==> config.mk <==
export PLATFORM = sky130hd
export DESIGN_NAME = adpcm_4bit_encoder_unit_flat
export DESIGN_NICKNAME = d
export VERILOG_FILES = /design/src/hw/rtl/a4e_pkg.sv /design/src/hw/rtl/a4e_pcm_if.sv /design/src/hw/rtl/a4e_byte_if.sv /design/src/hw/rtl/adpcm_4bit_encoder_unit.sv /design/src/hw/rtl/a4e_quant.sv /design/src/hw/rtl/a4e_mul.sv /design/src/flat_wrapper.sv
export SDC_FILE = /design/constraint.sdc
export NUM_CORES = 1
export LEC_CHECK = 0
export BUFFER_PORTS_ARGS = -buffer_cell sky130_fd_sc_hd__buf_2
export CORE_MARGIN = 2
export CORE_UTILIZATION = 60
export DETAILED_ROUTE_END_ITERATION = 12
export GPL_TIMING_DRIVEN = 0
export PLACE_DENSITY = 0.74
export SYNTH_ARGS = -nofsm -noshare
export SYNTH_HDL_FRONTEND = slang
export SYNTH_SLANG_ARGS = --single-unit
==> constraint.sdc <==
create_clock -name clk -period 4.8 [get_ports clk]
set_input_delay 0.24 -clock clk [delete_from_list [all_inputs] [get_ports clk]]
set_output_delay 0.24 -clock clk [all_outputs]
set_load 0.005 [all_outputs]
==> src/hw/rtl/a4e_pkg.sv <==
`timescale 1ns / 1ps
`default_nettype none
// ----------------------------------------------------------------------------
// a4e_pkg
// Shared widths, limits, step scale table and result structs for the 4-bit
// ADPCM encoder.
// ----------------------------------------------------------------------------
package a4e_pkg;

    localparam int SAMPLE_W = 16;
    localparam int PRED_W   = 16;
    localparam int MAG_W    = 16;
    localparam int STEP_W   = 15;
    localparam int CODE_W   = 4;
    localparam int BYTE_W   = 8;

    localparam logic [STEP_W-1:0] STEP_MIN = 15'd127;
    localparam logic [STEP_W-1:0] STEP_MAX = 15'd24576;

    // quotient unit: three restoring steps give the 3-bit magnitude
    localparam int QUANT_STEPS = 3;
    localparam int QCNT_W      = $clog2(QUANT_STEPS);

    // radix-4 shift-add multiplier
    localparam int MUL_A_W   = 10;
    localparam int MUL_B_W   = 15;
    localparam int MUL_P_W   = MUL_A_W + MUL_B_W;
    localparam int MUL_STEPS = MUL_A_W / 2;
    localparam int MCNT_W    = $clog2(MUL_STEPS);

    typedef struct packed {
        logic       done;
        logic [2:0] mag;
    } quant_res_t;

    typedef struct packed {
        logic               done;
        logic [MUL_P_W-1:0] product;
    } mul_res_t;

    function automatic logic [MUL_A_W-1:0] step_scale(input logic [2:0] m);
        logic [MUL_A_W-1:0] s;
        case (m)
            3'd4:    s = 10'd307;
            3'd5:    s = 10'd409;
            3'd6:    s = 10'd512;
            3'd7:    s = 10'd614;
            default: s = 10'd230;
        endcase
        return s;
    endfunction

endpackage
`default_nettype wire

==> src/hw/rtl/a4e_pcm_if.sv <==
`timescale 1ns / 1ps
`default_nettype none
// ----------------------------------------------------------------------------
// a4e_pcm_if
// Sample channel: valid/ready handshake carrying one PCM sample per item.
// ----------------------------------------------------------------------------
interface a4e_pcm_if;
    logic                          valid;
    logic                          ready;
    logic [a4e_pkg::SAMPLE_W-1:0]  sample;
    logic                          last;

    modport source (output valid, output sample, output last, input ready);
    modport sink   (input valid, input sample, input last, output ready);
endinterface
`default_nettype wire

==> src/hw/rtl/a4e_byte_if.sv <==
`timescale 1ns / 1ps
`default_nettype none
// ----------------------------------------------------------------------------
// a4e_byte_if
// Code channel: valid/ready handshake carrying one packed code byte per item.
// ----------------------------------------------------------------------------
interface a4e_byte_if;
    logic                        valid;
    logic                        ready;
    logic [a4e_pkg::BYTE_W-1:0]  packed_byte;
    logic                        stream_end;

    modport source (output valid, output packed_byte, output stream_end, input ready);
    modport sink   (input valid, input packed_byte, input stream_end, output ready);
endinterface
`default_nettype wire

==> src/hw/rtl/adpcm_4bit_encoder_unit.sv <==
`timescale 1ns / 1ps
`default_nettype none
// ----------------------------------------------------------------------------
// adpcm_4bit_encoder_unit
// Step-adaptive 4-bit ADPCM encoder, two codes packed per output byte.
// ----------------------------------------------------------------------------
// Usage:
//   pcm   : input items, one signed 16-bit sample each; last marks the final
//           sample of a stream.
//   adpcm : output items, one packed byte each, earlier code in the low nibble.
//           stream_end flags the final byte of a stream.
//   A byte leaves after every second sample, and after a last sample on an odd
//   count (high nibble zero). The predictor, step and nibble pairing restart
//   after each last sample.
//   A new sample is taken only once the previous one is through. Each sample runs
//   through the 3-step bit-serial quotient unit, then through the 5-step radix-4
//   multipliers that form the predictor delta and the next step size.
//   An accepted sample passes the DIFF, QLOAD, QUANT and MUL states; the byte is
//   loaded into the output register as MUL ends when that register is free.
//   A finished byte sits in the output register; pcm takes the next item
//   meanwhile. If the byte after that is done while the receiver still stalls,
//   the encoder holds it and waits with pcm.ready low.
//   Reset (rst_n low, asynchronous) clears the predictor to 0, the step to 127
//   and empties the output register.
// ----------------------------------------------------------------------------
module adpcm_4bit_encoder_unit (
    input wire logic   clk,
    input wire logic   rst_n,
    a4e_pcm_if.sink    pcm,
    a4e_byte_if.source adpcm
);

    localparam logic [2:0] ST_IDLE  = 3'd0;
    localparam logic [2:0] ST_DIFF  = 3'd1;
    localparam logic [2:0] ST_QLOAD = 3'd2;
    localparam logic [2:0] ST_QUANT = 3'd3;
    localparam logic [2:0] ST_MUL   = 3'd4;
    localparam logic [2:0] ST_EMIT  = 3'd5;

    logic [2:0] state_reg;
    logic [2:0] state_next;

    logic [a4e_pkg::SAMPLE_W-1:0] sample_reg;
    logic                         last_reg;
    logic [a4e_pkg::MAG_W-1:0]    mag_reg;
    logic                         sign_reg;
    logic [2:0]                   m_reg;

    logic [a4e_pkg::PRED_W-1:0]   pred_reg;
    logic [a4e_pkg::PRED_W-1:0]   pred_next;
    logic [a4e_pkg::STEP_W-1:0]   step_reg;
    logic [a4e_pkg::STEP_W-1:0]   step_next;
    logic [a4e_pkg::CODE_W-1:0]   held_reg;
    logic [a4e_pkg::CODE_W-1:0]   held_next;
    logic                         phase_reg;
    logic                         phase_next;

    logic [a4e_pkg::BYTE_W-1:0]   res_byte_reg;
    logic [a4e_pkg::BYTE_W-1:0]   res_byte_next;
    logic                         res_end_reg;
    logic                         res_end_next;

    logic                         out_valid_reg;
    logic [a4e_pkg::BYTE_W-1:0]   out_byte_reg;
    logic [a4e_pkg::BYTE_W-1:0]   out_byte_next;
    logic                         out_end_reg;
    logic                         out_end_next;
    logic                         load_out;
    logic                         out_free;

    logic                         accept;
    logic                         q_start;
    a4e_pkg::quant_res_t          q_res;
    a4e_pkg::mul_res_t            d_res;
    a4e_pkg::mul_res_t            s_res;

    logic [a4e_pkg::SAMPLE_W:0]   diff;
    logic [a4e_pkg::SAMPLE_W:0]   diff_neg;

    logic [a4e_pkg::CODE_W-1:0]   code;
    logic [15:0]                  d_raw;
    logic [14:0]                  d_cl;
    logic [a4e_pkg::PRED_W:0]     nv;
    logic [a4e_pkg::PRED_W-1:0]   nv_cl;
    logic [16:0]                  ns_raw;
    logic [a4e_pkg::STEP_W-1:0]   ns_cl;
    logic [a4e_pkg::BYTE_W-1:0]   upd_byte;
    logic                         upd_need;

    assign accept    = pcm.valid && pcm.ready;
    assign pcm.ready = (state_reg == ST_IDLE);
    assign out_free  = !out_valid_reg || adpcm.ready;

    assign adpcm.valid       = out_valid_reg;
    assign adpcm.packed_byte = out_byte_reg;
    assign adpcm.stream_end  = out_end_reg;

    // sample with low 3 bits cleared, minus predictor
    assign diff     = {sample_reg[a4e_pkg::SAMPLE_W-1], sample_reg[a4e_pkg::SAMPLE_W-1:3], 3'b000}
                    - {pred_reg[a4e_pkg::PRED_W-1], pred_reg};
    assign diff_neg = '0 - diff;

    a4e_quant u_quant (
        .clk   (clk),
        .rst_n (rst_n),
        .start (q_start),
        .mag   (mag_reg),
        .step  (step_reg),
        .res   (q_res)
    );

    // delta = ((1 + 2m) * step) >> 3
    a4e_mul u_mul_delta (
        .clk   (clk),
        .rst_n (rst_n),
        .start (q_res.done),
        .a     ({{(a4e_pkg::MUL_A_W-4){1'b0}}, q_res.mag, 1'b1}),
        .b     (step_reg),
        .res   (d_res)
    );

    // next step = (scale[m] * step) >> 8
    a4e_mul u_mul_step (
        .clk   (clk),
        .rst_n (rst_n),
        .start (q_res.done),
        .a     (a4e_pkg::step_scale(q_res.mag)),
        .b     (step_reg),
        .res   (s_res)
    );

    // predictor / step update and byte packing
    always_comb
    begin
        code   = {sign_reg, m_reg};
        d_raw  = d_res.product[18:3];
        d_cl   = d_raw[15] ? 15'h7fff : d_raw[14:0];
        if (sign_reg)
            nv = {pred_reg[a4e_pkg::PRED_W-1], pred_reg} - {2'b00, d_cl};
        else
            nv = {pred_reg[a4e_pkg::PRED_W-1], pred_reg} + {2'b00, d_cl};
        // 17-bit result out of 16-bit range when the top two bits differ
        if (nv[a4e_pkg::PRED_W] != nv[a4e_pkg::PRED_W-1])
            nv_cl = nv[a4e_pkg::PRED_W] ? 16'h8000 : 16'h7fff;
        else
            nv_cl = nv[a4e_pkg::PRED_W-1:0];
        ns_raw = s_res.product[24:8];
        if (ns_raw < {2'b00, a4e_pkg::STEP_MIN})
            ns_cl = a4e_pkg::STEP_MIN;
        else if (ns_raw > {2'b00, a4e_pkg::STEP_MAX})
            ns_cl = a4e_pkg::STEP_MAX;
        else
            ns_cl = ns_raw[a4e_pkg::STEP_W-1:0];
        upd_byte = phase_reg ? {code, held_reg} : {4'b0000, code};
        upd_need = phase_reg || last_reg;
    end

    always_comb
    begin
        state_next    = state_reg;
        pred_next     = pred_reg;
        step_next     = step_reg;
        held_next     = held_reg;
        phase_next    = phase_reg;
        res_byte_next = res_byte_reg;
        res_end_next  = res_end_reg;
        out_byte_next = res_byte_reg;
        out_end_next  = res_end_reg;
        load_out      = 1'b0;
        q_start       = 1'b0;
        case (state_reg)
            ST_IDLE:
            begin
                if (pcm.valid)
                    state_next = ST_DIFF;
            end
            ST_DIFF:
            begin
                state_next = ST_QLOAD;
            end
            ST_QLOAD:
            begin
                q_start    = 1'b1;
                state_next = ST_QUANT;
            end
            ST_QUANT:
            begin
                if (q_res.done)
                    state_next = ST_MUL;
            end
            ST_MUL:
            begin
                if (d_res.done)
                begin
                    res_byte_next = upd_byte;
                    res_end_next  = last_reg;
                    out_byte_next = upd_byte;
                    out_end_next  = last_reg;
                    if (last_reg)
                    begin
                        pred_next  = '0;
                        step_next  = a4e_pkg::STEP_MIN;
                        held_next  = '0;
                        phase_next = 1'b0;
                    end
                    else
                    begin
                        pred_next  = nv_cl;
                        step_next  = ns_cl;
                        held_next  = phase_reg ? held_reg : code;
                        phase_next = !phase_reg;
                    end
                    if (!upd_need)
                        state_next = ST_IDLE;
                    else if (out_free)
                    begin
                        load_out   = 1'b1;
                        state_next = ST_IDLE;
                    end
                    else
                        state_next = ST_EMIT;
                end
            end
            ST_EMIT:
            begin
                if (out_free)
                begin
                    load_out   = 1'b1;
                    state_next = ST_IDLE;
                end
            end
            default:
            begin
                state_next = ST_IDLE;
            end
        endcase
    end

    always_ff @(posedge clk or negedge rst_n)
    begin
        if (!rst_n)
        begin
            state_reg     <= ST_IDLE;
            pred_reg      <= '0;
            step_reg      <= a4e_pkg::STEP_MIN;
            held_reg      <= '0;
            phase_reg     <= 1'b0;
            out_valid_reg <= 1'b0;
        end
        else
        begin
            state_reg <= state_next;
            pred_reg  <= pred_next;
            step_reg  <= step_next;
            held_reg  <= held_next;
            phase_reg <= phase_next;
            if (load_out)
                out_valid_reg <= 1'b1;
            else if (adpcm.ready)
                out_valid_reg <= 1'b0;
        end
    end

    always_ff @(posedge clk)
    begin
        if (accept)
        begin
            sample_reg <= pcm.sample;
            last_reg   <= pcm.last;
        end
        if (state_reg == ST_DIFF)
        begin
            sign_reg <= diff[a4e_pkg::SAMPLE_W];
            mag_reg  <= diff[a4e_pkg::SAMPLE_W] ? diff_neg[a4e_pkg::MAG_W-1:0]
                                                : diff[a4e_pkg::MAG_W-1:0];
        end
        if (q_res.done)
            m_reg <= q_res.mag;
        res_byte_reg <= res_byte_next;
        res_end_reg  <= res_end_next;
        if (load_out)
        begin
            out_byte_reg <= out_byte_next;
            out_end_reg  <= out_end_next;
        end
    end

    // one item in flight: no new item right after an accept
    a_single_item: assert property (@(posedge clk) disable iff (!rst_n)
        accept |=> !pcm.ready)
        else $error("input accepted while an item is in flight");

    a_step_range: assert property (@(posedge clk) disable iff (!rst_n)
        (step_reg >= a4e_pkg::STEP_MIN) && (step_reg <= a4e_pkg::STEP_MAX))
        else $error("step size out of range");

    a_mul_sync: assert property (@(posedge clk) disable iff (!rst_n)
        d_res.done == s_res.done)
        else $error("multipliers out of step");

    a_mul_state: assert property (@(posedge clk) disable iff (!rst_n)
        d_res.done |-> (state_reg == ST_MUL))
        else $error("multiplier finished outside its state");

    a_quant_state: assert property (@(posedge clk) disable iff (!rst_n)
        q_res.done |-> (state_reg == ST_QUANT))
        else $error("quotient finished outside its state");

endmodule
`default_nettype wire

==> src/hw/rtl/a4e_quant.sv <==
`timescale 1ns / 1ps
`default_nettype none
// ----------------------------------------------------------------------------
// a4e_quant
// Bit-serial quotient unit: min(7, floor(4*mag/step)), one quotient bit per
// cycle by restoring compare-subtract.
// ----------------------------------------------------------------------------
module a4e_quant (
    input  wire logic                          clk,
    input  wire logic                          rst_n,
    input  wire logic                          start,
    input  wire logic [a4e_pkg::MAG_W-1:0]     mag,
    input  wire logic [a4e_pkg::STEP_W-1:0]    step,
    output a4e_pkg::quant_res_t                res
);

    logic [a4e_pkg::MAG_W-1:0]  rem_reg;
    logic [a4e_pkg::MAG_W-1:0]  rem_next;
    logic [a4e_pkg::MAG_W-1:0]  rem_sub;
    logic [a4e_pkg::MAG_W-1:0]  rem_sel;
    logic [2:0]                 q_reg;
    logic                       sat_reg;
    logic                       sat_start;
    logic                       ge;
    logic [a4e_pkg::QCNT_W-1:0] cnt_reg;
    logic                       busy_reg;
    logic                       done_reg;

    // saturate when 4*mag >= 8*step
    assign sat_start = {1'b0, mag} >= {1'b0, step, 1'b0};

    assign ge       = rem_reg >= {1'b0, step};
    assign rem_sub  = rem_reg - {1'b0, step};
    assign rem_sel  = ge ? rem_sub : rem_reg;
    assign rem_next = {rem_sel[a4e_pkg::MAG_W-2:0], 1'b0};

    always_ff @(posedge clk or negedge rst_n)
    begin
        if (!rst_n)
        begin
            busy_reg <= 1'b0;
            done_reg <= 1'b0;
            cnt_reg  <= '0;
        end
        else if (start)
        begin
            busy_reg <= 1'b1;
            done_reg <= 1'b0;
            cnt_reg  <= '0;
        end
        else if (busy_reg)
        begin
            cnt_reg <= cnt_reg + 1'b1;
            if (cnt_reg == a4e_pkg::QCNT_W'(a4e_pkg::QUANT_STEPS - 1))
            begin
                busy_reg <= 1'b0;
                done_reg <= 1'b1;
            end
        end
        else
        begin
            done_reg <= 1'b0;
        end
    end

    always_ff @(posedge clk)
    begin
        if (start)
        begin
            rem_reg <= mag;
            sat_reg <= sat_start;
            q_reg   <= '0;
        end
        else if (busy_reg)
        begin
            rem_reg <= rem_next;
            q_reg   <= {q_reg[1:0], ge};
        end
    end

    assign res.done = done_reg;
    assign res.mag  = sat_reg ? 3'd7 : q_reg;

endmodule
`default_nettype wire

==> src/hw/rtl/a4e_mul.sv <==
`timescale 1ns / 1ps
`default_nettype none
// ----------------------------------------------------------------------------
// a4e_mul
// Radix-4 shift-add multiplier: two multiplier bits retired per cycle.
// ----------------------------------------------------------------------------
module a4e_mul (
    input  wire logic                           clk,
    input  wire logic                           rst_n,
    input  wire logic                           start,
    input  wire logic [a4e_pkg::MUL_A_W-1:0]    a,
    input  wire logic [a4e_pkg::MUL_B_W-1:0]    b,
    output a4e_pkg::mul_res_t                   res
);

    logic [a4e_pkg::MUL_A_W-1:0] a_reg;
    logic [a4e_pkg::MUL_P_W-1:0] mcand_reg;
    logic [a4e_pkg::MUL_P_W-1:0] acc_reg;
    logic [a4e_pkg::MUL_P_W-1:0] pp;
    logic [a4e_pkg::MCNT_W-1:0]  cnt_reg;
    logic                        busy_reg;
    logic                        done_reg;

    assign pp = (a_reg[0] ? mcand_reg : '0)
              + (a_reg[1] ? {mcand_reg[a4e_pkg::MUL_P_W-2:0], 1'b0} : '0);

    always_ff @(posedge clk or negedge rst_n)
    begin
        if (!rst_n)
        begin
            busy_reg <= 1'b0;
            done_reg <= 1'b0;
            cnt_reg  <= '0;
        end
        else if (start)
        begin
            busy_reg <= 1'b1;
            done_reg <= 1'b0;
            cnt_reg  <= '0;
        end
        else if (busy_reg)
        begin
            cnt_reg <= cnt_reg + 1'b1;
            if (cnt_reg == a4e_pkg::MCNT_W'(a4e_pkg::MUL_STEPS - 1))
            begin
                busy_reg <= 1'b0;
                done_reg <= 1'b1;
            end
        end
        else
        begin
            done_reg <= 1'b0;
        end
    end

    always_ff @(posedge clk)
    begin
        if (start)
        begin
            a_reg     <= a;
            mcand_reg <= {{a4e_pkg::MUL_A_W{1'b0}}, b};
            acc_reg   <= '0;
        end
        else if (busy_reg)
        begin
            a_reg     <= {2'b00, a_reg[a4e_pkg::MUL_A_W-1:2]};
            mcand_reg <= {mcand_reg[a4e_pkg::MUL_P_W-3:0], 2'b00};
            acc_reg   <= acc_reg + pp;
        end
    end

    assign res.done    = done_reg;
    assign res.product = acc_reg;

endmodule
`default_nettype wire
==> src/flat_wrapper.sv <==
// flat-port wrapper written by rule: the top's interface ports become plain ports
module adpcm_4bit_encoder_unit_flat 
  (clk, rst_n, pcm_valid, pcm_sample, pcm_last, pcm_ready, adpcm_valid, adpcm_packed_byte, adpcm_stream_end, adpcm_ready);
  a4e_pcm_if pcm_i ();
  a4e_byte_if adpcm_i ();
  input wire logic clk;
  input wire logic rst_n;
  input wire logic [$bits(pcm_i.valid)-1:0] pcm_valid;
  input wire logic [$bits(pcm_i.sample)-1:0] pcm_sample;
  input wire logic [$bits(pcm_i.last)-1:0] pcm_last;
  output wire logic [$bits(pcm_i.ready)-1:0] pcm_ready;
  output wire logic [$bits(adpcm_i.valid)-1:0] adpcm_valid;
  output wire logic [$bits(adpcm_i.packed_byte)-1:0] adpcm_packed_byte;
  output wire logic [$bits(adpcm_i.stream_end)-1:0] adpcm_stream_end;
  input wire logic [$bits(adpcm_i.ready)-1:0] adpcm_ready;
  assign pcm_i.valid = pcm_valid;
  assign pcm_i.sample = pcm_sample;
  assign pcm_i.last = pcm_last;
  assign pcm_ready = pcm_i.ready;
  assign adpcm_valid = adpcm_i.valid;
  assign adpcm_packed_byte = adpcm_i.packed_byte;
  assign adpcm_stream_end = adpcm_i.stream_end;
  assign adpcm_i.ready = adpcm_ready;
  adpcm_4bit_encoder_unit u_core (.clk(clk), .rst_n(rst_n), .pcm(pcm_i), .adpcm(adpcm_i));
endmodule
==> results of run 1 <==
[cell usage after synthesis (7+ instances only)]
master	n	area share
xor2_1	28	0.016
a211oi_1	13	0.0064
and3_1	14	0.0058
nand2b_1	20	0.0082
or2_2	7	0.0029
o221ai_1	10	0.0058
a21oi_1	97	0.032
dfstp_2	7	0.012
xnor2_1	59	0.034
fa_1	44	0.058
mux2i_1	57	0.037
nand3_1	31	0.010
ha_1	108	0.089
a22o_1	9	0.0052
edfxtp_1	103	0.20
nand2_1	119	0.029
nor3_1	42	0.014
o21a_1	19	0.0094
buf_1	9	0.0022
or3_1	9	0.0037
o22ai_1	13	0.0053
nand4_1	8	0.0033
a31oi_1	12	0.0049
clkbuf_1	47	0.012
o21ai_0	102	0.034
nor2_1	164	0.040
nor2b_1	15	0.0062
or4_1	8	0.0039
dfrtp_1	46	0.076
inv_1	98	0.024
a22oi_1	11	0.0054
dfxtp_1	71	0.093
and2_1	88	0.036
o21ai_1	9	0.0030
a21o_1	24	0.012
[power by group through the flow]
stage                     clock (uW)  combinational [uW]  sequential [uW]
final                           2160                7290             3670
after global routing            2230                8230             3760
after detailed placement           0                7160             3680
after CTS                       2170                7270             3650
after floorplan                    0                5750             3390
after global placement             0                6910             3670
[routing by layer]
| layer | global-route usage | vias to the layer above |
|---|---|---|
| li1 | - | 5898 |
| met1 | 0.390 | 5945 |
| met2 | 0.490 | 360 |
| met3 | 0.0396 | 75 |
| met4 | 0.0845 | 0 |
| met5 | 0 | - |
[cells by family (layout without fill, tap and decap cells)]
group,after synthesis,count (layout)
mux,59,59
fa+ha+maj,157,157
xor+xnor,88,88
buf+inv,162,254
flops,227,227
compound gates,379,379
simple gates,549,549
[area by class of cell]
class	count	area [sq um]	area share
clock buffer	35	777	0.0460
clock inverter	13	165	0.00977
buffer	60	239	0.0141
timing repair buffer	44	302	0.0178
sequential	227	5850	0.346
tap	330	413	0.0244
multi-input combinational	1232	8770	0.519
inverter	102	383	0.0227
[worst max-delay path: cells and delay by family, from the launching register on]
| family | cells | cell delay [ps] |
|---|---|---|
| compound gates | 8 | 1720 |
| xor+xnor | 1 | 380 |
| fa+ha+maj | 2 | 510 |
| buf+inv | 2 | 540 |
| flops | 1 | 310 |
| simple gates | 5 | 820 |
[what timing repair did]
| item | in CTS | in global routing |
|---|---|---|
| resized for setup | 0 | 5 |
| endpoints found under the setup margin | 0 | 12 |
| hold endpoints to repair | 57 | 0 |
| setup buffers | 0 | 0 |
| hold buffers | 15 | 0 |
[through the flow]
| stage | std cells | worst slack [ps] |
|---|---|---|
| after detailed placement | 1980 | 184 |
| final | 2043 | 398 |
| after global routing | 2043 | 49.3 |
| after global placement | 1979 | 286 |
| after CTS | 2043 | 180 |
| after floorplan | 1621 | 933 |
[path summary, 6_finish.rpt]
check / end / slack (ps) / startpoint
worst max-delay path: u_core.pred_reg[0] / 400 / u_core.u_mul_delta.acc_reg[18]
worst min-delay path: u_core.adpcm.valid / 80 / adpcm_ready
worst max register to register: u_core.pred_reg[0] / 400 / u_core.u_mul_delta.acc_reg[18]
worst min register to register: u_core.res_byte_reg[7] / 450 / u_core.res_byte_reg[7]
max in group asynchronous: u_core.u_mul_step.busy_reg / 3520 / rst_n
min in group asynchronous: u_core.adpcm.valid / 500 / rst_n
==> out/qor.yml, run 1 <==
status: "complete, no violations"
ctsHtreeMaxLevel: 1
p_clk_frac: 0.165
synthFlopType: "edfxtp_1"
cts_sinks: 227
fin_crit_sh: 0.917
overflow: 0
cp.required_ps: 5230
p_per_area_nw_per_um2: 776
rows: 58
slowest_delay_ps: 390
p_leak_uw: 0.00727
synth_xor_area_frac: 0.0511
core-area_sq_um: 25000
synth.cell_area_sq_um: 15200
avgViaCountPerCell: 6.01
post-route-util: 0.675
synthMuxAreaShare: 0.0390
fin_tns_setup_ps: 0
most-common-layout-cells: "nor2_1, nand2_1, ha_1, edfxtp_1, o21ai_0"
worstSetupPathType: "register to register"
nets: 1866
holdCritPathClass: "primary input to register"
drive_gt1_frac: 0.0677
fp.dieW_um: 163
drc: 0
synth-edff-count: 103
cts_tree: "built"
place.gp.congestion: 0.909
tightest_slew_ps: 1250
worst-path-max-fanout: 10
skew_ps: 13.2
async_flop_share: 0.233
antenna_found_initial: 0
clk_pin_slew_ps: 70
n_antenna_cell: 0
top_layer: "met4"
synth_top_family_by_area: "simple AND/OR/NAND/NOR gates"
p_int_uw: 7400
portBuffers: 28
p_seq_frac: 0.280
ys_seq_elements: 227
clockRootBuffer: "clkbuf_16"
hold_depth: 3
cp.arrival_ps: 4840
dr_wl_met2_um: 18200
swShare: 0.436
setup_viol: 0
worst_slew_margin_rel: 0.163
max_freq_ghz: 0.227
finalHoldViolations: 0
start_util: 0.608
vias: 12300
syn_area_per_cell_sq_um: 9.39
synthesis.nets: 1794
ys_warn_count: 0
wirelength_um: 38100
reg2reg_depth: 18
grt_max_degree: 54
yosys.area_share.adder: 0.150
slowest_stage: "or3_1"
ir_worst_vdd_uv: 512
place_area_sq_um: 15800
dieArea_sq_um: 26700
insertion_delay_ps: 550
final_common_cell: "nor2_1"
critPathMostFrequentCell: "a21oi_1"
cts_buffers: 26
path_cells: "clkbuf_1 -> clkbuf_2 -> nor2_1 -> ha_1 -> nand2_1 -> nor3_1 -> nor3_1 -> a21oi_1 -> o22a_1 -> ha_1 -> or3_1 -> o221a_1 -> a31oi_1 -> o2111ai_1 -> a21oi_1 -> xor2_2 -> a21oi_1 -> a221o_1"
pwr-share-comb: 0.556
synth-simple-area-share: 0.177
hpwl_um: 28500
drt_iter0_drc: 1000
drtPass1Iterations: 5
grt_pass1_vias: 11900
netlist_instances: 1621
cts_max_path_buffers: 3
netSwitchingPower_uw: 5720
wl_met1_um: 16600
wl_per_cell_um: 18.7
yosysSeqAreaShare: 0.384
grt_pass1_wl_um: 61200
fin_crit_ps: 4400
crit_path_end_kind: "register"
chipHeight_um: 163
fin_area_sq_um: 16900
synth-compound-area-share: 0.158
finalPower_uw: 13100
synthDistinctLibCells: 86
grt_usage: 0.290
maxSlewViolCount: 0
worst_hold_slack_ps: 85.0
crit_path_start_kind: "register"
cap_violations: 0
rsz0062_at_grt: "false"
wl_met3_um: 2110
top_level_ports: 32
area_growth_pct: 11.0
ant_nets: 0
nFillCells: 2013
(Power assumes the default switching activity.)
==> run 2: changes to the inputs <==
CORE_UTILIZATION = 58   (was 60)
PLACE_DENSITY = 0.75   (was 0.74)
clock period = 3.88 ns   (was 4.8 ns; I/O delays follow)
==> run 2 against run 1 <==
Critical path depth decreased by 1. Power grew 25%. Sequential share of layout area decreased by 0.52 points. Die area up 3.4%. Critical path type unchanged. Largest cell class unchanged.
==> out/qor.yml, run 2 (synthesized netlist as in run 1, its figures left out) <==
drtPass1Iterations: 5
wl_per_cell_um: 18.5
fin_area_sq_um: 17200
grt_usage: 0.271
reg2reg_from: "u_core.u_mul_delta.acc_reg[18]"
worst_hold_slack_ps: 14.9
r2r_slack_ps: 90
dieArea_sq_um: 27600
place_area_sq_um: 15800
maxSlewViolCount: 0
cp.arrival_ps: 4220
cts_max_path_buffers: 3
p_per_area_nw_per_um2: 950
n_antenna_cell: 0
portBuffers: 28
ctsHtreeMaxLevel: 1
top_level_ports: 32
hold_path.startpoint: "adpcm_ready"
worstSetupPathType: "register to register"
grt_max_degree: 54
clockRootBuffer: "clkbuf_16"
holdCritPathClass: "primary input to register"
fp.dieW_um: 166
fin_crit_sh: 0.977
most-common-layout-cells: "nor2_1, nand2_1, ha_1, edfxtp_1, o21ai_0"
cts_sinks: 227
area_growth_pct: 13.0
tightest_slew_ps: 984
worst-path-max-fanout: 6
wirelength_um: 38100
cap_violations: 0
insertion_delay_ps: 520
place.gp.congestion: 0.905
crit_path_end_kind: "register"
core-area_sq_um: 25900
max_freq_ghz: 0.264
crit_path_start_kind: "register"
rows: 59
dp_slack_ps: -764
ir_worst_vdd_uv: 689
hpwl_um: 28200
drc: 0
grt_pass1_vias: 12100
cp.required_ps: 4310
chipHeight_um: 166
cts_buffers: 25
p_leak_uw: 0.00737
avgViaCountPerCell: 5.99
hold_depth: 3
overflow: 0
status: "complete, no violations"
critPathLaunch: "u_core.u_mul_delta.acc_reg[18]"
start_util: 0.588
drt_iter0_drc: 867
fin_crit_ps: 3790
nFillCells: 2021
clk_pin_slew_ps: 60
nets: 1883
ant_nets: 0
final_common_cell: "nor2_1"
skew_ps: 8.79
finalPower_uw: 16300
post-route-util: 0.664
vias: 12400
grt_pass1_wl_um: 61200
layout_setup_ws_ps: 87.5
cts_tree: "built"
worst_slew_margin_rel: 0.343
finalHoldViolations: 0
drive_gt1_frac: 0.108
antenna_found_initial: 0
reg2reg_depth: 17
setup_viol: 0
run 2: worst max-delay path, stage by stage (launching register included):
cell     delay (ps)
dfxtp_4         390
buf_8           120
nor2_2           40
ha_2            320
nor2_2           30
a21oi_2         130
inv_1            60
ha_1            290
nor2b_4         140
o31a_1          330
o41a_1          380
o41ai_4         270
o21ai_1         140
a21oi_2         290
xor2_4          170
buf_6           160
maj3_1          330
o22ai_1         120
run 2: layout make-up:
cell class / instances / area (sq um) / area share
Buffer: 56 / 259 / 0.0151
Clock buffer: 34 / 669 / 0.0389
Clock inverter: 11 / 113 / 0.00655
Inverter: 102 / 383 / 0.0223
Multi-Input combinational cell: 1232 / 9010 / 0.524
Sequential cell: 227 / 5860 / 0.341
Tap cell: 335 / 419 / 0.0244
Timing Repair Buffer: 66 / 480 / 0.0279
run 2: what timing repair did:
item,4_1_cts,5_1_grt
resized for setup,33,57
hold buffers,15,0
setup buffers,12,10
pin swaps,7,16
hold endpoints to repair,35,0
setup endpoints to repair,25,28
run 2: worst paths after layout:
check / endpoint
worst max-delay path: u_core.pred_reg[12]
worst min-delay path: u_core.adpcm.valid
worst max register to register: u_core.pred_reg[12]
worst min register to register: u_core.res_byte_reg[6]
max in group asynchronous: u_core.step_reg[14]
min in group asynchronous: u_core.pred_reg[12]
run 2: where the power goes:
group          switching (uW)  total (uW)  internal [uW]
clock                     957        2300           1340
sequential                907        4590           3680
combinational            5310        9450           4140
total                    7180       16300           9160
run 2: through the flow:
stage / setup TNS, ps / std cells
after floorplan: 0 / 1621
after global placement: -10520 / 1984
after detailed placement: -11470 / 1985
after CTS: 0 / 2056
after global routing: -364 / 2063
final: 0 / 2063
run 2: layer usage:
metal  GRT usage  part of all wire  vias up
met4      0.0987             0.030        0
met1       0.366              0.44     5998
met2       0.454              0.48      365
met3      0.0305             0.051       76
li1            -                 -     5927
met5           0                 0        -
